[src/rtl/cds_pkg.sv]
`default_nettype none
// ----------------------------------------------------------------------------
// cds_pkg
// Shared types and constants of the CSS declaration splitter.
// ----------------------------------------------------------------------------
package cds_pkg;

  localparam int unsigned PAREN_LEVEL_MAX_DEF = 255;

  // Result kinds
  localparam logic [1:0] KIND_NAME  = 2'd0;
  localparam logic [1:0] KIND_VALUE = 2'd1;
  localparam logic [1:0] KIND_DECL  = 2'd2;
  localparam logic [1:0] KIND_DONE  = 2'd3;

  // Characters of interest
  localparam logic [7:0] CH_STAR   = 8'h2A;
  localparam logic [7:0] CH_SLASH  = 8'h2F;
  localparam logic [7:0] CH_COLON  = 8'h3A;
  localparam logic [7:0] CH_SEMI   = 8'h3B;
  localparam logic [7:0] CH_DQUOTE = 8'h22;
  localparam logic [7:0] CH_SQUOTE = 8'h27;
  localparam logic [7:0] CH_LPAREN = 8'h28;
  localparam logic [7:0] CH_RPAREN = 8'h29;
  localparam logic [7:0] CH_BSLASH = 8'h5C;
  localparam logic [7:0] CH_LF     = 8'h0A;
  localparam logic [7:0] CH_CR     = 8'h0D;
  localparam logic [7:0] CH_TAB    = 8'h09;
  localparam logic [7:0] CH_SPACE  = 8'h20;

  localparam int unsigned SLOTS = 4;

  // One result beat
  typedef struct packed {
    logic       vld;
    logic [7:0] ch;
    logic [1:0] kind;
  } res_t;

  // All results caused by one input byte, in delivery order (slot 0 first)
  typedef res_t [SLOTS-1:0] bundle_t;

endpackage : cds_pkg
`default_nettype wire

[src/rtl/css_declaration_splitter.sv]
`default_nettype none
// ----------------------------------------------------------------------------
// css_declaration_splitter
// Splits CSS declaration text into name bytes, value bytes and end marks.
// ----------------------------------------------------------------------------
// One byte is accepted per cycle. Each byte yields zero to four result beats
// (a released held slash or comment space, the byte itself, a declaration
// close and a text-finished mark at end of text); results leave at one beat
// per cycle, so output bandwidth sets the sustained rate when bytes expand.
// The classifier updates its state in the cycle a byte is taken and parks the
// byte's results in a two-entry queue; the sequencer behind it drains them,
// and run_last marks the final beat of each byte. Input stalls only when the
// queue is full.
// ----------------------------------------------------------------------------
module css_declaration_splitter
  import cds_pkg::*;
#(
  parameter int unsigned PAREN_LEVEL_MAX = PAREN_LEVEL_MAX_DEF
) (
  input  wire logic       clk,
  input  wire logic       rst_n,
  input  wire logic       in_valid,
  output logic            in_ready,
  input  wire logic [7:0] in_char_in,
  input  wire logic       in_end_of_text,
  output logic            out_valid,
  input  wire logic       out_ready,
  output logic [7:0]      out_char_out,
  output logic [1:0]      out_kind,
  output logic            out_run_last
);

  logic    take;
  logic    push;
  bundle_t push_data;
  logic    q_full;
  logic    q_pop;
  logic    q_nonempty;
  bundle_t q_head;

  assign in_ready = !q_full;
  assign take     = in_valid && in_ready;

  cds_front #(
    .PAREN_LEVEL_MAX(PAREN_LEVEL_MAX)
  ) u_front (
    .clk         (clk),
    .rst_n       (rst_n),
    .take        (take),
    .char_in     (in_char_in),
    .end_of_text (in_end_of_text),
    .push        (push),
    .push_data   (push_data)
  );

  cds_fifo #(
    .WIDTH($bits(bundle_t))
  ) u_fifo (
    .clk       (clk),
    .rst_n     (rst_n),
    .push      (push),
    .push_data (push_data),
    .full      (q_full),
    .pop       (q_pop),
    .nonempty  (q_nonempty),
    .head      (q_head)
  );

  cds_back u_back (
    .clk          (clk),
    .rst_n        (rst_n),
    .q_nonempty   (q_nonempty),
    .q_head       (q_head),
    .q_pop        (q_pop),
    .out_valid    (out_valid),
    .out_ready    (out_ready),
    .out_char_out (out_char_out),
    .out_kind     (out_kind),
    .out_run_last (out_run_last)
  );

endmodule : css_declaration_splitter
`default_nettype wire

[src/rtl/cds_fifo.sv]
`default_nettype none
// ----------------------------------------------------------------------------
// cds_fifo
// Two-entry queue between the classifier and the result sequencer.
// ----------------------------------------------------------------------------
module cds_fifo #(
  parameter int unsigned WIDTH = 8
) (
  input  wire logic             clk,
  input  wire logic             rst_n,
  input  wire logic             push,
  input  wire logic [WIDTH-1:0] push_data,
  output logic                  full,
  input  wire logic             pop,
  output logic                  nonempty,
  output logic [WIDTH-1:0]      head
);

  logic [WIDTH-1:0] ent_r [2];
  logic             wptr_r, wptr_nxt;
  logic             rptr_r, rptr_nxt;
  logic [1:0]       cnt_r, cnt_nxt;

  assign full     = (cnt_r == 2'd2);
  assign nonempty = (cnt_r != 2'd0);
  assign head     = ent_r[rptr_r];

  always_comb begin
    wptr_nxt = wptr_r ^ push;
    rptr_nxt = rptr_r ^ pop;
    cnt_nxt  = cnt_r + {1'b0, push} - {1'b0, pop};
  end

  always_ff @(posedge clk) begin
    if (!rst_n) begin
      wptr_r <= 1'b0;
      rptr_r <= 1'b0;
      cnt_r  <= 2'd0;
    end else begin
      wptr_r <= wptr_nxt;
      rptr_r <= rptr_nxt;
      cnt_r  <= cnt_nxt;
    end
  end

  always_ff @(posedge clk) begin
    if (push) begin
      ent_r[wptr_r] <= push_data;
    end
  end

endmodule : cds_fifo
`default_nettype wire

[src/rtl/cds_front.sv]
`default_nettype none
// ----------------------------------------------------------------------------
// cds_front
// Byte classifier: tracks comment, quote and paren state and builds the
// bundle of results each accepted byte causes.
// ----------------------------------------------------------------------------
module cds_front
  import cds_pkg::*;
#(
  parameter int unsigned PAREN_LEVEL_MAX = PAREN_LEVEL_MAX_DEF
) (
  input  wire logic       clk,
  input  wire logic       rst_n,
  input  wire logic       take,
  input  wire logic [7:0] char_in,
  input  wire logic       end_of_text,
  output logic            push,
  output bundle_t         push_data
);

  localparam int unsigned PW = $clog2(PAREN_LEVEL_MAX + 1);
  localparam logic [PW-1:0] PMAX = PW'(PAREN_LEVEL_MAX);

  typedef struct packed {
    logic          in_value;
    logic          in_comment;
    logic          star_seen;
    logic          slash_held;
    logic          dq;
    logic          sq;
    logic [PW-1:0] paren;
    logic          prev_bs;
    logic          nonempty;
    logic          ends_space;
    logic          touched;
  } st_t;

  typedef struct packed {
    st_t  st;
    res_t res;
  } plain_t;

  localparam st_t ST_RESET = '0;

  st_t st_r, st_nxt;

  function automatic logic is_dropped(logic [7:0] c);
    return (c == CH_LF) || (c == CH_CR) || (c == CH_TAB);
  endfunction

  // Byte outside any comment and not opening one
  function automatic plain_t take_plain(st_t s_in, logic [7:0] c);
    plain_t p;
    logic   quoted;
    p        = '0;
    p.st     = s_in;
    quoted   = s_in.dq || s_in.sq;
    if (!s_in.in_value) begin
      if (c == CH_COLON) begin
        p.st.in_value   = 1'b1;
        p.st.touched    = 1'b0;
        p.st.nonempty   = 1'b0;
        p.st.ends_space = 1'b0;
      end else if (!is_dropped(c)) begin
        p.res           = '{vld: 1'b1, ch: c, kind: KIND_NAME};
        p.st.nonempty   = 1'b1;
        p.st.ends_space = (c == CH_SPACE);
      end
    end else if (c == CH_SEMI && !quoted && s_in.paren == '0) begin
      p.res = '{vld: 1'b1, ch: 8'h00, kind: KIND_DECL};
      p.st  = ST_RESET;
      p.st.in_comment = s_in.in_comment;
      p.st.star_seen  = s_in.star_seen;
      p.st.slash_held = s_in.slash_held;
    end else begin
      if (c == CH_DQUOTE && !s_in.prev_bs && !s_in.sq) begin
        p.st.dq = !s_in.dq;
      end else if (c == CH_SQUOTE && !s_in.prev_bs && !s_in.dq) begin
        p.st.sq = !s_in.sq;
      end else if (c == CH_LPAREN && !quoted) begin
        if (s_in.paren < PMAX) begin
          p.st.paren = s_in.paren + 1'b1;
        end
      end else if (c == CH_RPAREN && !quoted && s_in.paren != '0) begin
        p.st.paren = s_in.paren - 1'b1;
      end
      if (!is_dropped(c)) begin
        p.res           = '{vld: 1'b1, ch: c, kind: KIND_VALUE};
        p.st.nonempty   = 1'b1;
        p.st.ends_space = (c == CH_SPACE);
      end
      p.st.prev_bs = (c == CH_BSLASH);
    end
    return p;
  endfunction

  always_comb begin
    st_t    s;
    plain_t p;
    logic   dispatch;
    logic   may_comment;
    s           = st_r;
    p           = '0;
    push_data   = '0;
    dispatch    = 1'b1;
    may_comment = 1'b0;

    if (s.in_value) begin
      s.touched = 1'b1;
    end

    if (s.in_comment) begin
      if (s.star_seen && char_in == CH_SLASH) begin
        s.in_comment = 1'b0;
      end
      s.star_seen = (char_in == CH_STAR);
      dispatch    = 1'b0;
    end else if (s.slash_held) begin
      s.slash_held = 1'b0;
      if (char_in == CH_STAR) begin
        // Comment opens: stand in one space where the field needs it
        if (s.nonempty && !s.ends_space) begin
          push_data[0] = '{vld: 1'b1, ch: CH_SPACE,
                           kind: (s.in_value ? KIND_VALUE : KIND_NAME)};
          s.nonempty   = 1'b1;
          s.ends_space = 1'b1;
        end
        s.in_comment = 1'b1;
        s.star_seen  = 1'b0;
        dispatch     = 1'b0;
      end else begin
        p            = take_plain(s, CH_SLASH);
        s            = p.st;
        push_data[0] = p.res;
      end
    end

    if (dispatch) begin
      may_comment = !s.in_value || (!s.dq && !s.sq);
      if (char_in == CH_SLASH && !end_of_text && may_comment) begin
        s.slash_held = 1'b1;
      end else begin
        p            = take_plain(s, char_in);
        s            = p.st;
        push_data[1] = p.res;
      end
    end

    if (end_of_text) begin
      if (s.in_value && s.touched) begin
        push_data[2] = '{vld: 1'b1, ch: 8'h00, kind: KIND_DECL};
      end
      push_data[3] = '{vld: 1'b1, ch: 8'h00, kind: KIND_DONE};
      s            = ST_RESET;
    end

    st_nxt = s;
    push   = take && (push_data[0].vld || push_data[1].vld ||
                      push_data[2].vld || push_data[3].vld);
  end

  always_ff @(posedge clk) begin
    if (!rst_n) begin
      st_r <= ST_RESET;
    end else if (take) begin
      st_r <= st_nxt;
    end
  end

endmodule : cds_front
`default_nettype wire

[src/rtl/cds_back.sv]
`default_nettype none
// ----------------------------------------------------------------------------
// cds_back
// Result sequencer: unpacks one bundle at a time into single result beats.
// ----------------------------------------------------------------------------
module cds_back
  import cds_pkg::*;
(
  input  wire logic     clk,
  input  wire logic     rst_n,
  input  wire logic     q_nonempty,
  input  wire bundle_t  q_head,
  output logic          q_pop,
  output logic          out_valid,
  input  wire logic     out_ready,
  output logic [7:0]    out_char_out,
  output logic [1:0]    out_kind,
  output logic          out_run_last
);

  bundle_t           cur_r;
  logic [SLOTS-1:0]  pend_r, pend_nxt;
  logic [SLOTS-1:0]  sel;
  logic [SLOTS-1:0]  left;
  logic              found;

  // Pick the lowest pending slot
  always_comb begin
    sel   = '0;
    found = 1'b0;
    for (int i = 0; i < SLOTS; i++) begin
      if (pend_r[i] && !found) begin
        sel[i] = 1'b1;
        found  = 1'b1;
      end
    end
  end

  always_comb begin
    out_char_out = '0;
    out_kind     = '0;
    for (int i = 0; i < SLOTS; i++) begin
      if (sel[i]) begin
        out_char_out = cur_r[i].ch;
        out_kind     = cur_r[i].kind;
      end
    end
  end

  assign out_valid    = |pend_r;
  assign left         = pend_r & ~(sel & {SLOTS{out_ready}});
  assign out_run_last = ((pend_r & ~sel) == '0);
  assign q_pop        = q_nonempty && (left == '0);

  always_comb begin
    pend_nxt = left;
    if (q_pop) begin
      for (int i = 0; i < SLOTS; i++) begin
        pend_nxt[i] = q_head[i].vld;
      end
    end
  end

  always_ff @(posedge clk) begin
    if (!rst_n) begin
      pend_r <= '0;
    end else begin
      pend_r <= pend_nxt;
    end
  end

  always_ff @(posedge clk) begin
    if (q_pop) begin
      cur_r <= q_head;
    end
  end

endmodule : cds_back
`default_nettype wire
[config.mk]
export PLATFORM = sky130hd
export DESIGN_NAME = css_declaration_splitter
export DESIGN_NICKNAME = d
export VERILOG_FILES = /design/src/rtl/cds_pkg.sv /design/src/rtl/css_declaration_splitter.sv /design/src/rtl/cds_fifo.sv /design/src/rtl/cds_front.sv /design/src/rtl/cds_back.sv
export SDC_FILE = /design/constraint.sdc
export NUM_CORES = 1
export LEC_CHECK = 0
export BUFFER_PORTS_ARGS = -buffer_cell sky130_fd_sc_hd__buf_2
export CAP_MARGIN = 10
export CORE_MARGIN = 4
export CORE_UTILIZATION = 58
export DETAILED_ROUTE_END_ITERATION = 8
export PLACE_DENSITY = 0.84
export SYNTH_ARGS = -nofsm -noshare
export SYNTH_HDL_FRONTEND = slang
export SYNTH_HIERARCHICAL = 1
export SYNTH_SLANG_ARGS = --single-unit
[constraint.sdc]
create_clock -name clk -period 3.7 [get_ports clk]
set_input_delay 0.74 -clock clk [delete_from_list [all_inputs] [get_ports clk]]
set_output_delay 0.74 -clock clk [all_outputs]
set_load 0.005 [all_outputs]
## Word-level counts from Yosys, hierarchy flattened

Memories as Yosys holds them, arrays and structs flattened. A register that Yosys moved wholly into a read port is not among the register bits.
Cells that the tools add are included.

- Register bits: 66
- Bits in writable memories: 88
- Output and inout bits: 13
- Word-level logic and storage cells: 169
- Memories kept: 1

- Add/sub/neg operators: 4
- Order comparisons: 1
- Equal/unequal tests: 14
- Mux-type cells: 74
- Bitwise operators: 7
- Reduce and logical (&&, ||, !) cells: 45

Memories:

| name | words | width | rd ports | clocked after memory_dff | wr ports | line | source |
|---|---|---|---|---|---|---|---|
| u_fifo.ent_r | 2 | 44 | 1 | 1 | 1 | cds_fifo.sv:19 | `logic [WIDTH-1:0] ent_r [2];` |

Operators by type and width:

| operator | number |
|---|---|
| $mux 11 | 11 |
| $eq 8x6->1 const B | 9 |
| $mux 8 | 8 |
| $mux 18 | 3 |
| $mux 14 | 3 |
| $mux 1 | 26 |
| $eq 8x4->1 const B | 3 |
| $mux 2 | 11 |
| $mux 22 | 1 |
| $logic_and 1x1->1 | 21 |
| $mux 17 | 1 |
| $mux 15 | 1 |
| $mux 3 | 5 |
| $mux 13 | 1 |
| $and 4x4->4 | 3 |
| $logic_not 1->1 | 11 |
| $mux 9 | 1 |
| $add 8x1->8 const B | 1 |
| $eq 8x7->1 const B | 1 |
| $logic_not 4->1 | 2 |
| $logic_not 8->1 | 1 |
| $lt 8x8->1 const B | 1 |
| $mux 4 | 2 |
| $not 4->4 | 2 |
| 9 further kinds | 16 |

## Logic depth before layout (Yosys ltp)

Gate-level depths: netlist of the first run.

- Depth in word-level cells: 29
- Gate-level depth with buffers: 11
- Depth with buffers taken out: 10

## Hierarchy

Netlist of the first run, hierarchy kept.

By module, submodules not included:

| module | instances | cells each | area each (um2) |
|---|---|---|---|
| cds_fifo | 1 | 158 | 3616.0 |
| cds_front | 1 | 238 | 1769.2 |
| cds_back | 1 | 114 | 1731.7 |
| css_declaration_splitter | 1 | 2 | 10.0 |

## Least setup slack after synthesis of the first run

No wires, ideal clock.

- Path kind: input to register
- Start: input port out_ready
- End: register u_fifo.cnt_r[1]
- Library setup time: 65 ps
- Arrival: 3913 ps
- Setup slack: -278 ps
- Stages on the path: 9
- Cell sequence: nand2b_1 -> nor3_1 -> a21oi_2 -> nor2b_1 -> ha_1 -> inv_1 -> ha_1 -> xnor3_1 -> nor2b_1

- Cells in the longest elaborated chain, start to end: 6

RTL lines:

| element | line | source |
|---|---|---|
| start, declared | css_declaration_splitter.sv:27 | `input wire logic out_ready,` |
| $and 4x4->4 | cds_back.sv:51 | `assign left = pend_r & ~(sel & {SLOTS{out_ready}});` |
| $not 4->4 | cds_back.sv:51 |  |
| $and 4x4->4 | cds_back.sv:51 |  |
| $logic_not 4->1 | cds_back.sv:53 | `assign q_pop = q_nonempty && (left == '0);` |
| $logic_and 1x1->1 | cds_back.sv:53 |  |
| net q_pop | css_declaration_splitter.sv:37 | `logic q_pop;` |
| $sub 2x1->2 | cds_fifo.sv:31 | `cnt_nxt = cnt_r + {1'b0, push} - {1'b0, pop};` |
| end signal, assigned | cds_fifo.sv:42 | `cnt_r <= cnt_nxt;` |
| end, declared | cds_fifo.sv:22 | `logic [1:0] cnt_r, cnt_nxt;` |

The timed path passes the listed nets, and every way through them passes these cells.
A chain may end at the register's enable or synchronous reset.

## Worst setup path in the final report of the first run

- Start: input port in_char_in[4]
- End: register u_front/st_r[11] (netlist bit)

- Cells in the longest elaborated chain, start to end: 15
- Elaborated cells on any way between the ends: 35
- Classes of those cells: eq/ne (7); mux (16); reduce/logical (12)

RTL lines:

| element | line | source |
|---|---|---|
| start, declared | css_declaration_splitter.sv:24 | `input wire logic [7:0] in_char_in,` |
| $eq 8x6->1 | cds_front.sv:120 | `if (char_in == CH_STAR) begin` |
| $mux 1 | cds_front.sv:120 |  |
| $mux 17 | cds_front.sv:118 | `end else if (s.slash_held) begin` |
| $mux 18 | cds_front.sv:112 | `if (s.in_comment) begin` |
| $mux 15 | cds_front.sv:112 |  |
| $logic_not 1->1 | cds_front.sv:76, cds_front.sv:78 |  |
| $logic_and 1x1->1 (2 in series) | cds_front.sv:78 | `end else if (c == CH_SQUOTE && !s_in.prev_bs && !s_in.dq) begin` |
| $mux 8 | cds_front.sv:78 |  |
| $mux 9 | cds_front.sv:76 | `if (c == CH_DQUOTE && !s_in.prev_bs && !s_in.sq) begin` |
| $mux 13 | cds_front.sv:69 | `end else if (c == CH_SEMI && !quoted && s_in.paren == '0) begin` |
| $mux 14 | cds_front.sv:58 | `if (!s_in.in_value) begin` |
| $mux 14 | cds_front.sv:140 | `if (char_in == CH_SLASH && !end_of_text && may_comment) begin` |
| $mux 18 * | cds_front.sv:138 | `if (dispatch) begin` |
| $mux 18 * | cds_front.sv:149 | `if (end_of_text) begin` |
| end signal, assigned | cds_front.sv:166 | `st_r <= st_nxt;` |
| end, declared | cds_front.sv:45 | `st_t st_r, st_nxt;` |

Mark *: on every way between the ends. The rest lies on a longest branch, timed or not. The select of a mux whose other input is x is not followed.

==> report_table.html, run 1 <==
<table>
<tr><th>Metric</th><th>Value</th></tr>
<tr><th colspan="2">Status</th></tr>
<tr><td>Outcome</td><td>finished, final reports clean</td></tr>
<tr><th colspan="2">Timing</th></tr>
<tr><td>Tmin final</td><td>3.15 ns</td></tr>
<tr><td>Max-Slew Margin vs Limit</td><td>32.3%</td></tr>
<tr><td>Final count of negative-setup-slack endpoints</td><td>0</td></tr>
<tr><td>Setup repair after global routing missed its margin</td><td>no</td></tr>
<tr><td>Peak Freq</td><td>317 MHz</td></tr>
<tr><td>Slew Viols, Final</td><td>0</td></tr>
<tr><td>Setup slack after layout</td><td>0.548 ns</td></tr>
<tr><td>Setup clock skew after layout</td><td>0.00866 ns</td></tr>
<tr><td>Share of the clock period used by the worst path after layout</td><td>85.2%</td></tr>
<tr><td>Slew at the pin with the worst max-slew slack</td><td>1.01 ns</td></tr>
<tr><td>Setup_tns</td><td>0 ns</td></tr>
<tr><td>Final Hold Vio Count</td><td>0</td></tr>
<tr><th colspan="2">Drt</th></tr>
<tr><td>Via/cell ratio</td><td>5.88</td></tr>
<tr><td>Routed vias</td><td>4082</td></tr>
<tr><td>Wire length per cell after detailed routing</td><td>18.8 um</td></tr>
<tr><td>Number of nets still failing antenna checks after routing</td><td>0</td></tr>
<tr><td>WL final</td><td>13.0 mm</td></tr>
<tr><td>Number of search-and-repair iterations in the first detailed-routing pass</td><td>5</td></tr>
<tr><td>Initial DRC Count</td><td>309</td></tr>
<tr><td>DRC violation count after routing</td><td>0</td></tr>
<tr><th colspan="2">Yosys</th></tr>
<tr><td>Xor-xnor portion of the synthesized cell area</td><td>0.930%</td></tr>
<tr><td>Synth cell types</td><td>64</td></tr>
<tr><td>Most instantiated cells after synthesis</td><td>sky130_fd_sc_hd__edfxtp_1, sky130_fd_sc_hd__mux2_4, sky130_fd_sc_hd__nand2_1, sky130_fd_sc_hd__buf_4, sky130_fd_sc_hd__dfxtp_1</td></tr>
<tr><td>Synthesized-area fraction occupied by ao, oa, aoi and oai cells</td><td>7.92%</td></tr>
<tr><td>Ys flop type</td><td>sky130_fd_sc_hd__edfxtp_1</td></tr>
<tr><td>Post-synthesis instance area</td><td>7130 um^2</td></tr>
<tr><td>Mapped Cells</td><td>512</td></tr>
<tr><td>Most frequent cell after synthesis</td><td>sky130_fd_sc_hd__edfxtp_1</td></tr>
<tr><td>Number of synthesized flops with an enable pin</td><td>128</td></tr>
<tr><td>Synthesized-area fraction occupied by adder cells</td><td>2.37%</td></tr>
<tr><td>Synth Register Bits</td><td>154</td></tr>
<tr><td>Main combinational cell family by area after synthesis</td><td>simple AND/OR/NAND/NOR gates</td></tr>
<tr><td>Sequential area share after synthesis</td><td>61.2%</td></tr>
<tr><td>Most area-hungry cell type in the Yosys netlist</td><td>sky130_fd_sc_hd__edfxtp_1</td></tr>
<tr><td>Synthesis warning total</td><td>6</td></tr>
<tr><td>Async set-or-reset flop fraction in the synthesized netlist</td><td>0%</td></tr>
<tr><td>Area share of the largest cell type after synthesis</td><td>53.9%</td></tr>
<tr><td>Share of cell area taken by muxes after synthesis</td><td>9.69%</td></tr>
<tr><td>Basic-gate share of the synthesized area counting and, or, nand and nor cells</td><td>11.2%</td></tr>
<tr><td>Most area-consuming cells after synthesis</td><td>sky130_fd_sc_hd__edfxtp_1, sky130_fd_sc_hd__mux2_4, sky130_fd_sc_hd__dfxtp_1</td></tr>
<tr><td>Post-Synthesis Mean Instance Area</td><td>13.9 um^2</td></tr>
<tr><th colspan="2">Critical path</th></tr>
<tr><td>Launching point of the worst reg2reg path</td><td>u_front/st_r[12]</td></tr>
<tr><td>Required time of the worst setup path</td><td>4.03 ns</td></tr>
<tr><td>Crit path launch type</td><td>primary input</td></tr>
<tr><td>Biggest fanout along the worst timing path</td><td>6</td></tr>
<tr><td>Crit Reg-Reg Endpoint</td><td>u_front/st_r[11]</td></tr>
<tr><td>Data arrival time of the critical path</td><td>3.49 ns</td></tr>
<tr><td>Category of the most critical setup path</td><td>primary input to flop</td></tr>
<tr><td>Number of cells traversed by the worst register-to-register path</td><td>9</td></tr>
<tr><td>Slack of the worst reg-to-reg path</td><td>0.70 ns</td></tr>
<tr><td>Element type at the critical path end</td><td>flop</td></tr>
<tr><th colspan="2">Hold path</th></tr>
<tr><td>Startpoint of the worst hold path</td><td>u_front/st_r[3]</td></tr>
<tr><td>Hold EP</td><td>u_front/st_r[3]</td></tr>
<tr><td>Class of the tightest hold or removal check</td><td>flop to flop</td></tr>
<tr><td>Hold path cells</td><td>2</td></tr>
<tr><th colspan="2">Global route</th></tr>
<tr><td>Global-route wire length before repair</td><td>20.9 mm</td></tr>
<tr><td>Pin count of the biggest net entering global routing</td><td>45</td></tr>
<tr><td>Number of antenna violations at the first check in global routing</td><td>0</td></tr>
<tr><td>Total congestion overflow</td><td>0</td></tr>
<tr><td>Total GRT Usage</td><td>19.1%</td></tr>
<tr><td>Via count of the first global-routing pass</td><td>4119</td></tr>
<tr><th colspan="2">Cells and area</th></tr>
<tr><td>Diodes inserted</td><td>0</td></tr>
<tr><td>Final Net Count</td><td>559</td></tr>
<tr><td>Fraction of layout cells with a size suffix above 1</td><td>23.4%</td></tr>
<tr><td>Final core utilization</td><td>65.0%</td></tr>
<tr><td>Layout overhead on the synthesized area</td><td>9.55%</td></tr>
<tr><td>Post-route non-filler standard cell count</td><td>694</td></tr>
<tr><th colspan="2">Clocking</th></tr>
<tr><td>Num Clock Sinks</td><td>154</td></tr>
<tr><td>Number of gates resized after CTS</td><td>0</td></tr>
<tr><td>Htree depth</td><td>4</td></tr>
<tr><td>CTS Buf Count</td><td>17</td></tr>
<tr><td>Setup Buffers After CTS</td><td>0</td></tr>
<tr><td>CTS tree</td><td>built</td></tr>
<tr><td>Maximum number of buffers from clock root to sink</td><td>2</td></tr>
<tr><td>Hold-fix buffers, CTS</td><td>0</td></tr>
<tr><td>Clk root buf</td><td>sky130_fd_sc_hd__clkbuf_16</td></tr>
<tr><td>Clock transition at the register clock pins on the worst setup and hold paths after CTS</td><td>0.06 ns</td></tr>
<tr><td>Later-pin clock latency in the skew report</td><td>0.41 ns</td></tr>
<tr><th colspan="2">Floorplanning</th></tr>
<tr><td>Core area</td><td>12000 um^2</td></tr>
<tr><td>Number of placement rows</td><td>40</td></tr>
<tr><td>I/O pin cnt</td><td>26</td></tr>
<tr><td>Initial Util</td><td>59.3%</td></tr>
<tr><td>Die Span X</td><td>119 um</td></tr>
<tr><td>Die Outline Area</td><td>14100 um^2</td></tr>
<tr><td>Die height</td><td>119 um</td></tr>
<tr><th colspan="2">Power</th></tr>
<tr><td>Max IR drop VDD</td><td>0.332 mV</td></tr>
<tr><td>Power per cell area</td><td>696 nW/um^2</td></tr>
<tr><td>Static power due to leakage</td><td>0.00290 uW</td></tr>
<tr><th colspan="2">Placement</th></tr>
<tr><td>Hpwl dp</td><td>8.43 mm</td></tr>
<tr><td>Final weighted congestion of routability-driven global placement</td><td>0.920</td></tr>
<tr><td>Port bufs</td><td>25</td></tr>
<tr><td>DP Cell Count</td><td>662</td></tr>
<tr><td>Post-place setup slack</td><td>0.171 ns</td></tr>
<tr><th colspan="2">Job</th></tr>
<tr><td>MaxCap Viol Count</td><td>0</td></tr>
</table>
placed cells by master, fill, tap and decap left out, drive strengths merged, types with 10 or more instances in the layout:
| master | count |
|---|---|
| edfxtp | 128 |
| mux2 | 45 |
| buf | 34 |
| nand2 | 31 |
| o21ai | 30 |
| dfxtp | 26 |
| nor2 | 23 |
| a22oi | 21 |
| conb | 21 |
| inv | 20 |
| clkbuf | 18 |
| a21oi | 14 |
| nand3 | 11 |
| ha | 11 |
| nor2b | 10 |
report_power, final:
group	internal (uW)	total, uW	switching (uW)
clock network	1060	1730	668
logic	521	1120	595
registers	2380	2580	204
total	3960	5430	1470
flip-flops by register name (all words and copies together) (netlist names), named ones only:
name / cells
u_fifo/ent_r: 88
u_back/cur_r: 40
u_front/st_r: 17
u_back/pend_r: 4
u_fifo/cnt_r: 2
u_fifo/rptr_r: 1
u_fifo/wptr_r: 1
metrics by stage:
step / power, uW / hold slack [ns] / area (um^2)
4_1_cts: 5470 / 0.489 / 7810
2_1_floorplan: 3440 / 0.443 / 7200
5_1_grt: 5670 / 0.519 / 7810
6_report: 5430 / 0.493 / 7810
3_5_place_dp: 3720 / 0.471 / 7210
3_3_place_gp: 3650 / 0.464 / 7210
metal layers:
layer / global-route usage, % / share of wire [%] / vias up
met5: 0 / 0 / -
met4: 8.04 / 2.1 / 0
met3: 4.08 / 3.9 / 25
met2: 33.2 / 53 / 126
met1: 23.0 / 41 / 2003
li1: - / - / 1928
area by class of cell:
cell class | instances | area (um^2)
sequential | 154 | 4370
fill | 829 | 4200
multi-input combinational | 310 | 2380
clock buffer | 18 | 429
timing repair buffer | 34 | 218
tap | 147 | 184
clock inverter | 14 | 170
inverter | 17 | 63.8
cell families after synthesis:
family,Yosys count
other cells,1
mux,48
buf+inv,68
simple gates,135
flops,154
fa+ha+maj,13
compound gates,87
xor+xnor,6
critical path, stage by stage:
cell	delay [ns]
sky130_fd_sc_hd__buf_2	0.13
sky130_fd_sc_hd__nor4b_1	0.43
sky130_fd_sc_hd__nand4_1	0.30
sky130_fd_sc_hd__ha_1	0.41
sky130_fd_sc_hd__a211oi_1	0.25
sky130_fd_sc_hd__a21oi_1	0.13
sky130_fd_sc_hd__o41ai_1	0.34
sky130_fd_sc_hd__xnor2_1	0.13
sky130_fd_sc_hd__or4b_1	0.48
sky130_fd_sc_hd__a31oi_1	0.16
worst max-delay path by stage:
stage / startpoint / endpoint / slack [ns] / cells after the start
2_1_floorplan: in_char_in[1] / u_fifo/ent_r[0][0] / 0.009 / 8
3_3_place_gp: in_char_in[4] / u_front/st_r[11] / 0.25 / 10
3_5_place_dp: in_char_in[4] / u_front/st_r[11] / 0.17 / 10
4_1_cts: in_char_in[4] / u_front/st_r[11] / 0.59 / 10
5_1_grt: in_char_in[4] / u_front/st_r[11] / 0.25 / 10
6_report: in_char_in[4] / u_front/st_r[11] / 0.55 / 10
Note: power is estimated with default switching activity, not from simulation.
==> run 2: changes to the inputs <==
--- a/config.mk
+++ b/config.mk
@@ -12,3 +12,3 @@
 export DETAILED_ROUTE_END_ITERATION = 8
-export PLACE_DENSITY = 0.84
+export PLACE_DENSITY = 0.78
 export SYNTH_ARGS = -nofsm -noshare
--- a/constraint.sdc
+++ b/constraint.sdc
@@ -3,2 +3,2 @@
 set_output_delay 0.74 -clock clk [all_outputs]
-set_load 0.005 [all_outputs]
+set_load 0.05 [all_outputs]
==> run 2 against run 1 <==
Wire length shrank 2.9%. Combinational power grew 30%. Core utilization increased by 0.083 points. Clock skew decreased by 0.0015 ns.
==> report_table.html, run 2 (same netlist as run 1, synthesis figures left out) <==
<table>
<tr><th>Metric</th><th>Value</th></tr>
<tr><th colspan="2">Critical path</th></tr>
<tr><td>Required time of the worst setup path</td><td>2.96 ns (-1.07 ns)</td></tr>
<tr><td>Cell with the biggest individual delay on the critical path</td><td>sky130_fd_sc_hd__nor4b_4</td></tr>
<tr><td>Biggest fanout along the worst timing path</td><td>28 (+22)</td></tr>
<tr><td>Number of cells traversed by the worst register-to-register path</td><td>10 (+1)</td></tr>
<tr><td>Buffers plus inverters on the worst setup path</td><td>1 (unchanged)</td></tr>
<tr><td>Category of the most critical setup path</td><td>flop to primary output</td></tr>
<tr><td>Crit path launch type</td><td>flop</td></tr>
<tr><td>Element type at the critical path end</td><td>primary output</td></tr>
<tr><td>Cell family contributing the most delay on the critical path</td><td>simple AND/OR/NAND/NOR gates</td></tr>
<tr><td>Logic depth of the worst setup path including buffers</td><td>4 (-6)</td></tr>
<tr><td>Critical path cell sequence</td><td>nor4b_4, a22oi_1, o21ai_0, buf_2</td></tr>
<tr><td>Slack of the worst reg-to-reg path</td><td>0.76 ns (+0.06 ns)</td></tr>
<tr><td>Data arrival time of the critical path</td><td>2.56 ns (-0.93 ns)</td></tr>
<tr><td>Largest incremental delay on the critical path</td><td>0.81 ns (+0.33 ns)</td></tr>
<tr><th colspan="2">Drt</th></tr>
<tr><td>Number of search-and-repair iterations in the first detailed-routing pass</td><td>5 (unchanged)</td></tr>
<tr><td>Routed vias</td><td>4049 (-0.81%)</td></tr>
<tr><td>Via/cell ratio</td><td>5.79 (-1.5%)</td></tr>
<tr><td>DRC violation count after routing</td><td>0 (unchanged)</td></tr>
<tr><td>Wire length per cell after detailed routing</td><td>18.1 um (-3.6%)</td></tr>
<tr><td>Initial DRC Count</td><td>268 (-13%)</td></tr>
<tr><td>Number of nets still failing antenna checks after routing</td><td>0 (unchanged)</td></tr>
<tr><td>WL final</td><td>12.7 mm (-2.9%)</td></tr>
<tr><th colspan="2">Timing</th></tr>
<tr><td>Slew Viols, Final</td><td>0 (unchanged)</td></tr>
<tr><td>Setup clock skew after layout</td><td>0.00717 ns (-0.00150 ns)</td></tr>
<tr><td>Slew at the pin with the worst max-slew slack</td><td>1.00 ns (-0.0136 ns)</td></tr>
<tr><td>Final Hold Vio Count</td><td>0 (unchanged)</td></tr>
<tr><td>Tmin final</td><td>3.30 ns (+0.147 ns)</td></tr>
<tr><td>Share of the clock period used by the worst path after layout</td><td>89.2% (+4.0 points)</td></tr>
<tr><td>Peak Freq</td><td>303 MHz (-4.4%)</td></tr>
<tr><td>Final count of negative-setup-slack endpoints</td><td>0 (unchanged)</td></tr>
<tr><td>Setup repair after global routing missed its margin</td><td>no</td></tr>
<tr><td>Max-Slew Margin vs Limit</td><td>33.2% (+0.91 points)</td></tr>
<tr><td>Setup_tns</td><td>0 ns (unchanged)</td></tr>
<tr><th colspan="2">Cells and area</th></tr>
<tr><td>Commonest non-fill, non-tap cells in the layout</td><td>sky130_fd_sc_hd__edfxtp_1, sky130_fd_sc_hd__mux2_4, sky130_fd_sc_hd__nand2_1, sky130_fd_sc_hd__buf_2, sky130_fd_sc_hd__dfxtp_1</td></tr>
<tr><td>Most common cell after layout, fill and taps aside</td><td>sky130_fd_sc_hd__edfxtp_1</td></tr>
<tr><td>Fraction of layout cells with a size suffix above 1</td><td>23.9% (+0.51 points)</td></tr>
<tr><td>Final Net Count</td><td>566 (+1.3%)</td></tr>
<tr><td>Regs by FF count</td><td>u_fifo/ent_r: 88 flops, u_back/cur_r: 40 flops, u_front/st_r: 17 flops</td></tr>
<tr><td>Number of flip-flops under the largest register name</td><td>88 (unchanged)</td></tr>
<tr><td>Fill cell count</td><td>854 (+3.0%)</td></tr>
<tr><td>Register area</td><td>4370 um^2 (unchanged)</td></tr>
<tr><td>Reg with most FFs</td><td>u_fifo/ent_r</td></tr>
<tr><td>Area used by multi-input combinational logic</td><td>2380 um^2 (unchanged)</td></tr>
<tr><td>Diodes inserted</td><td>0 (unchanged)</td></tr>
<tr><td>Final std cell area, no fill</td><td>7820 um^2 (+0.13%)</td></tr>
<tr><td>Layout overhead on the synthesized area</td><td>9.69%</td></tr>
<tr><th colspan="2">Global route</th></tr>
<tr><td>Total GRT Usage</td><td>18.6% (-0.44 points)</td></tr>
<tr><td>Number of antenna violations at the first check in global routing</td><td>0 (unchanged)</td></tr>
<tr><td>Total congestion overflow</td><td>0 (unchanged)</td></tr>
<tr><td>Pin count of the biggest net entering global routing</td><td>45 (unchanged)</td></tr>
<tr><td>Via count of the first global-routing pass</td><td>4033 (-2.1%)</td></tr>
<tr><td>Global-route wire length before repair</td><td>20.3 mm (-3.1%)</td></tr>
<tr><th colspan="2">Power</th></tr>
<tr><td>Static power due to leakage</td><td>0.00290 uW (about the same)</td></tr>
<tr><td>Reported net switching power</td><td>1750 uW (+20%)</td></tr>
<tr><td>Max IR drop VDD</td><td>0.340 mV (+2.6%)</td></tr>
<tr><td>Power per cell area</td><td>722 nW/um^2 (+3.8%)</td></tr>
<tr><td>Part of the total power dissipated in combinational logic</td><td>25.9% (+5.3 points)</td></tr>
<tr><td>Cell Int Power</td><td>3890 uW (-1.9%)</td></tr>
<tr><td>Net switching share of the total power</td><td>31.1% (+4.1 points)</td></tr>
<tr><td>Proportion of power drawn by the clock network</td><td>28.9% (-3.0 points)</td></tr>
<tr><td>Share of power burned in registers</td><td>45.2% (-2.3 points)</td></tr>
<tr><th colspan="2">Clocking</th></tr>
<tr><td>Maximum number of buffers from clock root to sink</td><td>2 (unchanged)</td></tr>
<tr><td>Number of gates resized after CTS</td><td>0 (unchanged)</td></tr>
<tr><td>Clock transition at the register clock pins on the worst setup and hold paths after CTS</td><td>0.06 ns (about the same)</td></tr>
<tr><td>Setup Buffers After CTS</td><td>0 (unchanged)</td></tr>
<tr><td>CTS Buf Count</td><td>17 (unchanged)</td></tr>
<tr><td>Clk root buf</td><td>sky130_fd_sc_hd__clkbuf_16</td></tr>
<tr><td>Htree depth</td><td>4 (unchanged)</td></tr>
<tr><td>Hold-fix buffers, CTS</td><td>0 (unchanged)</td></tr>
<tr><td>Later-pin clock latency in the skew report</td><td>0.41 ns (about the same)</td></tr>
<tr><td>Num Clock Sinks</td><td>154 (unchanged)</td></tr>
<tr><td>CTS tree</td><td>built</td></tr>
<tr><th colspan="2">Hold path</th></tr>
<tr><td>Class of the tightest hold or removal check</td><td>flop to flop</td></tr>
<tr><td>Hold path cells</td><td>2 (unchanged)</td></tr>
<tr><th colspan="2">Floorplanning</th></tr>
<tr><td>Die Span X</td><td>119 um (unchanged)</td></tr>
<tr><td>Die Outline Area</td><td>14100 um^2 (unchanged)</td></tr>
<tr><td>Initial Util</td><td>59.3% (unchanged)</td></tr>
<tr><td>Core area</td><td>12000 um^2 (unchanged)</td></tr>
<tr><td>I/O pin cnt</td><td>26 (unchanged)</td></tr>
<tr><td>Die height</td><td>119 um (unchanged)</td></tr>
<tr><td>Number of placement rows</td><td>40 (unchanged)</td></tr>
<tr><th colspan="2">Placement</th></tr>
<tr><td>Area of placed instances</td><td>7260 um^2 (+0.73%)</td></tr>
<tr><td>Final weighted congestion of routability-driven global placement</td><td>0.883 (-4.1%)</td></tr>
<tr><td>Port bufs</td><td>25 (unchanged)</td></tr>
<tr><td>Hpwl dp</td><td>8.38 mm (-0.65%)</td></tr>
<tr><th colspan="2">Status</th></tr>
<tr><td>Outcome</td><td>finished, final reports clean</td></tr>
<tr><th colspan="2">Job</th></tr>
<tr><td>MaxCap Viol Count</td><td>0 (unchanged)</td></tr>
</table>
run 2: cell count changes in the layout (fill, tap and decap cells not counted), sizes merged:
cell / before / now
bufinv: 3 / 2
inv: 20 / 18
clkinvlp: 1 / 3
clkinv: 7 / 6
buf: 34 / 41
run 2: layer usage:
metal  global-route usage (%)  part of all wire (%)
met1                     23.5                    42
met2                     30.8                    50
met3                     4.56                   5.4
met4                     7.89                   2.5
met5                        0                     0
run 2: worst reg2reg max path, stage by stage (launching register included):
cell	delay, ns
sky130_fd_sc_hd__dfxtp_1	0.35
sky130_fd_sc_hd__nor4_1	0.38
sky130_fd_sc_hd__nand4_1	0.29
sky130_fd_sc_hd__buf_4	0.24
sky130_fd_sc_hd__ha_1	0.19
sky130_fd_sc_hd__a211oi_1	0.20
sky130_fd_sc_hd__a21oi_1	0.12
sky130_fd_sc_hd__o41ai_1	0.33
sky130_fd_sc_hd__xnor2_1	0.13
sky130_fd_sc_hd__or4b_1	0.47
sky130_fd_sc_hd__a31oi_1	0.17
run 2: worst paths after layout:
path,start,end
min,u_front/st_r[2],u_front/st_r[2]
min reg2reg,u_front/st_r[2],u_front/st_r[2]
max,u_back/pend_r[0],out_char_out[6]
max reg2reg,u_front/st_r[12],u_front/st_r[11]
run 2: per-stage QoR:
stage	total power, uW	hold slack (ns)	setup slack (ns)	utilization, %	std cells
floorplan	3760	0.443	0.00937	-	532
global placement	4010	0.467	0.185	60.4	669
detailed placement	4050	0.470	0.111	60.4	669
CTS	5690	0.479	0.395	65.1	699
global route	5890	0.511	0.232	65.1	699
finish	5640	0.492	0.401	65.1	699
run 2: power by group through the flow:
stage                     Clock [uW]  Sequential, uW  Combinational (uW)
after floorplan                    0            2490                1270
after global placement             0            2560                1450
after detailed placement           0            2580                1470
after CTS                       1660            2560                1480
after global routing            1740            2580                1570
final                           1630            2550                1460
run 2: final cells by class:
cell class                 count  share of cell area (%)
clock inverter                12                    1.63
timing repair buffer          41                    3.46
inverter                      17                   0.816
sequential                   154                    55.8
multi-input combinational    310                    30.4
tap                          147                    2.35
clock buffer                  18                    5.49
==> run 3: changes to the inputs <==
BUFFER_PORTS_ARGS = -buffer_cell sky130_fd_sc_hd__buf_4   (was -buffer_cell sky130_fd_sc_hd__buf_2)
CORE_UTILIZATION = 54   (was 58)
GPL_ROUTABILITY_DRIVEN = 0   (was unset)
PLACE_DENSITY = 0.75   (was 0.78)
SYNTH_HIERARCHICAL = unset   (was 1)
==> run 3 against run 2 <==
Non-clock buffer count up 5. Clock power down 60%. Via count down 30%. Clock-buffer cell count down 8. Global-route usage up 1.5 points. Wire length down 40%. Final area down 45%. Synthesized cell count down 33%. Setup slack worse by 0.21 ns. Largest cell class unchanged. Highest routed layer unchanged.
==> report_table.html, run 3 <==
<table>
<tr><th>Metric</th><th>Value</th></tr>
<tr><th colspan="2">Cells and area</th></tr>
<tr><td>Fraction of layout cells with a size suffix above 1</td><td>22.5% (-1.4 points)</td></tr>
<tr><td>Commonest non-fill, non-tap cells in the layout</td><td>sky130_fd_sc_hd__edfxtp_1, sky130_fd_sc_hd__buf_4, sky130_fd_sc_hd__nand2_1, sky130_fd_sc_hd__dfxtp_1, sky130_fd_sc_hd__nor2_1</td></tr>
<tr><td>Reg with most FFs</td><td>u_fifo.ent_r</td></tr>
<tr><td>Most common cell after layout, fill and taps aside</td><td>sky130_fd_sc_hd__edfxtp_1</td></tr>
<tr><td>Final Net Count</td><td>406 (-28%)</td></tr>
<tr><td>Regs by FF count</td><td>u_fifo.ent_r: 32 flops, u_front.st_r: 17 flops, u_back.cur_r: 15 flops</td></tr>
<tr><td>Layout overhead on the synthesized area</td><td>16.2%</td></tr>
<tr><td>Final std cell area, no fill</td><td>4270 um^2 (-45%)</td></tr>
<tr><td>Number of flip-flops under the largest register name</td><td>32 (-64%)</td></tr>
<tr><td>Fill cell count</td><td>510 (-40%)</td></tr>
<tr><td>Diodes inserted</td><td>0 (unchanged)</td></tr>
<tr><td>Final core utilization</td><td>66.1% (+0.98 points)</td></tr>
<tr><th colspan="2">Drt</th></tr>
<tr><td>Wire length per cell after detailed routing</td><td>16.4 um (-9.2%)</td></tr>
<tr><td>Number of search-and-repair iterations in the first detailed-routing pass</td><td>5 (unchanged)</td></tr>
<tr><td>Number of nets still failing antenna checks after routing</td><td>0 (unchanged)</td></tr>
<tr><td>Initial DRC Count</td><td>155 (-42%)</td></tr>
<tr><td>Routed vias</td><td>2820 (-30%)</td></tr>
<tr><td>WL final</td><td>7.61 mm (-40%)</td></tr>
<tr><td>Via/cell ratio</td><td>6.09 (+5.1%)</td></tr>
<tr><td>DRC violation count after routing</td><td>0 (unchanged)</td></tr>
<tr><th colspan="2">Timing</th></tr>
<tr><td>Setup clock skew after layout</td><td>0.0115 ns (+0.00436 ns)</td></tr>
<tr><td>Final count of negative-setup-slack endpoints</td><td>0 (unchanged)</td></tr>
<tr><td>Final Hold Vio Count</td><td>0 (unchanged)</td></tr>
<tr><td>Share of the clock period used by the worst path after layout</td><td>94.8% (+5.6 points)</td></tr>
<tr><td>Peak Freq</td><td>285 MHz (-6.0%)</td></tr>
<tr><td>Setup repair after global routing missed its margin</td><td>no</td></tr>
<tr><td>Tmin final</td><td>3.51 ns (+0.209 ns)</td></tr>
<tr><td>Slew Viols, Final</td><td>0 (unchanged)</td></tr>
<tr><td>Slew at the pin with the worst max-slew slack</td><td>0.727 ns (-0.274 ns)</td></tr>
<tr><td>Max-Slew Margin vs Limit</td><td>51.5% (+18 points)</td></tr>
<tr><th colspan="2">Clocking</th></tr>
<tr><td>Setup Buffers After CTS</td><td>0 (unchanged)</td></tr>
<tr><td>Number of gates resized after CTS</td><td>0 (unchanged)</td></tr>
<tr><td>Clk root buf</td><td>sky130_fd_sc_hd__clkbuf_8</td></tr>
<tr><td>CTS Buf Count</td><td>9 (-8)</td></tr>
<tr><td>Maximum number of buffers from clock root to sink</td><td>2 (unchanged)</td></tr>
<tr><td>Clock transition at the register clock pins on the worst setup and hold paths after CTS</td><td>0.08 ns (+0.02 ns)</td></tr>
<tr><td>Later-pin clock latency in the skew report</td><td>0.35 ns (-0.06 ns)</td></tr>
<tr><td>Num Clock Sinks</td><td>73 (-53%)</td></tr>
<tr><td>Hold-fix buffers, CTS</td><td>0 (unchanged)</td></tr>
<tr><td>CTS tree</td><td>built</td></tr>
<tr><td>Htree depth</td><td>3 (-1)</td></tr>
<tr><th colspan="2">Global route</th></tr>
<tr><td>Total congestion overflow</td><td>0 (unchanged)</td></tr>
<tr><td>Via count of the first global-routing pass</td><td>2760 (-32%)</td></tr>
<tr><td>Global-route wire length before repair</td><td>13.4 mm (-34%)</td></tr>
<tr><td>Pin count of the biggest net entering global routing</td><td>22 (-51%)</td></tr>
<tr><td>Total GRT Usage</td><td>20.1% (+1.5 points)</td></tr>
<tr><td>Number of antenna violations at the first check in global routing</td><td>0 (unchanged)</td></tr>
<tr><th colspan="2">Placement</th></tr>
<tr><td>Port bufs</td><td>25 (unchanged)</td></tr>
<tr><td>Hpwl dp</td><td>5.41 mm (-35%)</td></tr>
<tr><td>Area of placed instances</td><td>4050 um^2 (-44%)</td></tr>
<tr><th colspan="2">Yosys</th></tr>
<tr><td>Most frequent cell after synthesis</td><td>sky130_fd_sc_hd__edfxtp_1</td></tr>
<tr><td>Area share of the largest cell type after synthesis</td><td>38.4% (-15 points)</td></tr>
<tr><td>Most area-consuming cells after synthesis</td><td>sky130_fd_sc_hd__edfxtp_1, sky130_fd_sc_hd__dfxtp_1, sky130_fd_sc_hd__mux2_2</td></tr>
<tr><td>Synth Register Bits</td><td>73 (-53%)</td></tr>
<tr><td>Synth cell types</td><td>55 (-14%)</td></tr>
<tr><td>Most area-hungry cell type in the Yosys netlist</td><td>sky130_fd_sc_hd__edfxtp_1</td></tr>
<tr><td>Synthesized netlist net count</td><td>366</td></tr>
<tr><td>Mapped Cells</td><td>341 (-33%)</td></tr>
<tr><td>Post-Synthesis Mean Instance Area</td><td>10.8 um^2 (-23%)</td></tr>
<tr><td>Most instantiated cells after synthesis</td><td>sky130_fd_sc_hd__edfxtp_1, sky130_fd_sc_hd__nand2_1, sky130_fd_sc_hd__dfxtp_1, sky130_fd_sc_hd__nor2_1, sky130_fd_sc_hd__a21oi_1</td></tr>
<tr><td>Synthesis warning total</td><td>0 (-6)</td></tr>
<tr><td>Ys flop type</td><td>sky130_fd_sc_hd__edfxtp_1</td></tr>
<tr><td>Number of synthesized flops with an enable pin</td><td>47 (-63%)</td></tr>
<tr><td>Post-synthesis instance area</td><td>3670 um^2 (-48%)</td></tr>
<tr><td>Async set-or-reset flop fraction in the synthesized netlist</td><td>0% (unchanged)</td></tr>
<tr><td>Sequential area share after synthesis</td><td>52.6% (-8.6 points)</td></tr>
<tr><th colspan="2">Floorplanning</th></tr>
<tr><td>I/O pin cnt</td><td>26 (unchanged)</td></tr>
<tr><td>Number of placement rows</td><td>29 (-28%)</td></tr>
<tr><td>Initial Util</td><td>56.8% (-2.5 points)</td></tr>
<tr><td>Die Outline Area</td><td>8180 um^2 (-42%)</td></tr>
<tr><td>Die Span X</td><td>90.5 um (-24%)</td></tr>
<tr><td>Core area</td><td>6460 um^2 (-46%)</td></tr>
<tr><td>Die height</td><td>90.5 um (-24%)</td></tr>
<tr><th colspan="2">Power</th></tr>
<tr><td>Max IR drop VDD</td><td>0.215 mV (-37%)</td></tr>
<tr><td>Power per cell area</td><td>600 nW/um^2 (-17%)</td></tr>
<tr><td>Static power due to leakage</td><td>0.00157 uW (-46%)</td></tr>
<tr><th colspan="2">Job</th></tr>
<tr><td>MaxCap Viol Count</td><td>0 (unchanged)</td></tr>
<tr><th colspan="2">Status</th></tr>
<tr><td>Outcome</td><td>finished, final reports clean</td></tr>
<tr><th colspan="2">Critical path</th></tr>
<tr><td>Crit path launch type</td><td>primary input</td></tr>
<tr><td>Data arrival time of the critical path</td><td>3.77 ns (+1.21 ns)</td></tr>
<tr><td>Element type at the critical path end</td><td>flop</td></tr>
<tr><td>Required time of the worst setup path</td><td>3.97 ns (+1.01 ns)</td></tr>
<tr><td>Category of the most critical setup path</td><td>primary input to flop</td></tr>
<tr><td>Biggest fanout along the worst timing path</td><td>5 (-82%)</td></tr>
<tr><th colspan="2">Hold path</th></tr>
<tr><td>Class of the tightest hold or removal check</td><td>flop to flop</td></tr>
</table>
run 3: cell types whose count changed in the layout (fill, tap and decap cells not counted), moves of 9 or more:
cell / change
sky130_fd_sc_hd__mux2_2: +12
sky130_fd_sc_hd__edfxtp_1: -81
sky130_fd_sc_hd__conb_1: -21
sky130_fd_sc_hd__clkbuf_16: -17
sky130_fd_sc_hd__mux2_4: -41
sky130_fd_sc_hd__buf_4: +32
sky130_fd_sc_hd__a22oi_1: -18
sky130_fd_sc_hd__buf_2: -25
sky130_fd_sc_hd__clkbuf_8: +10
sky130_fd_sc_hd__o21ai_0: -9
sky130_fd_sc_hd__a21oi_1: +12
run 3: area by class of cell:
class / instances / area [um^2] / area share (%)
sequential: 73 / 1930 / 45.3
multi-input combinational: 240 / 1640 / 38.4
timing repair buffer: 46 / 345 / 8.09
clock buffer: 10 / 138 / 3.23
tap: 77 / 96.3 / 2.26
clock inverter: 6 / 75.1 / 1.76
inverter: 11 / 41.3 / 0.968
run 3: power by group:
group / switching, uW / total, uW / leakage, uW / internal [uW]
Combinational: 452 / 733 / 0.000810 / 280
Clock: 318 / 657 / 0.000105 / 339
Sequential: 104 / 1170 / 0.000653 / 1070
run 3: logic make-up (layout without fill, tap and decap cells):
group	Yosys count	count (layout)	share of synthesized area (%)
and+or+nand+nor	126	126	18.6
AOI/OAI and AO/OA	77	77	14.2
DFF	73	73	52.6
buffers and inverters	28	73	3.10
muxes	17	17	5.18
adders and majority gates	13	13	4.57
xor gates and xnor gates	7	7	1.67
run 3: path summary, 6_finish.rpt:
check                                       from          endpoint  slack [ns]  cells after the start
worst max-delay path               in_char_in[4]  u_front.st_r[11]        0.19                     12
worst min-delay path            u_front.st_r[15]  u_front.st_r[15]        0.49                      2
worst max register to register  u_front.st_r[13]  u_front.st_r[11]        0.73                     10
worst min register to register  u_front.st_r[15]  u_front.st_r[15]        0.49                      2
run 3: critical path: stages:
cell and delay (ns):
sky130_fd_sc_hd__buf_4 0.11, sky130_fd_sc_hd__or4b_4 0.53, sky130_fd_sc_hd__or3_4 0.37, sky130_fd_sc_hd__nor3_4 0.20, sky130_fd_sc_hd__inv_2 0.09, sky130_fd_sc_hd__ha_1 0.32
sky130_fd_sc_hd__a211oi_1 0.22, sky130_fd_sc_hd__a21oi_1 0.14, sky130_fd_sc_hd__o41ai_2 0.29, sky130_fd_sc_hd__xnor2_1 0.13, sky130_fd_sc_hd__or4b_1 0.47, sky130_fd_sc_hd__a31oi_1 0.16
run 3: metal layers:
| layer | vias up | GRT usage [%] | share of wire, % |
|---|---|---|---|
| met1 | 1317 | 26.0 | 42 |
| li1 | 1361 | - | - |
| met4 | 0 | 8.80 | 2.5 |
| met2 | 118 | 32.6 | 49 |
| met3 | 24 | 4.17 | 6.5 |
| met5 | - | 0 | 0 |
run 3: through the flow:
stage | total power, uW | setup slack [ns] | TNS [ns] | instances | hold slack (ns)
2_1_floorplan | 1720 | 0.0367 | 0 | 341 | 0.447
3_3_place_gp | 1900 | -0.0253 | -0.0253 | 447 | 0.464
3_5_place_dp | 1930 | -0.129 | -0.129 | 447 | 0.471
4_1_cts | 2580 | 0.215 | 0 | 463 | 0.490
5_1_grt | 2710 | 0.0527 | 0 | 463 | 0.525
6_report | 2560 | 0.192 | 0 | 463 | 0.491
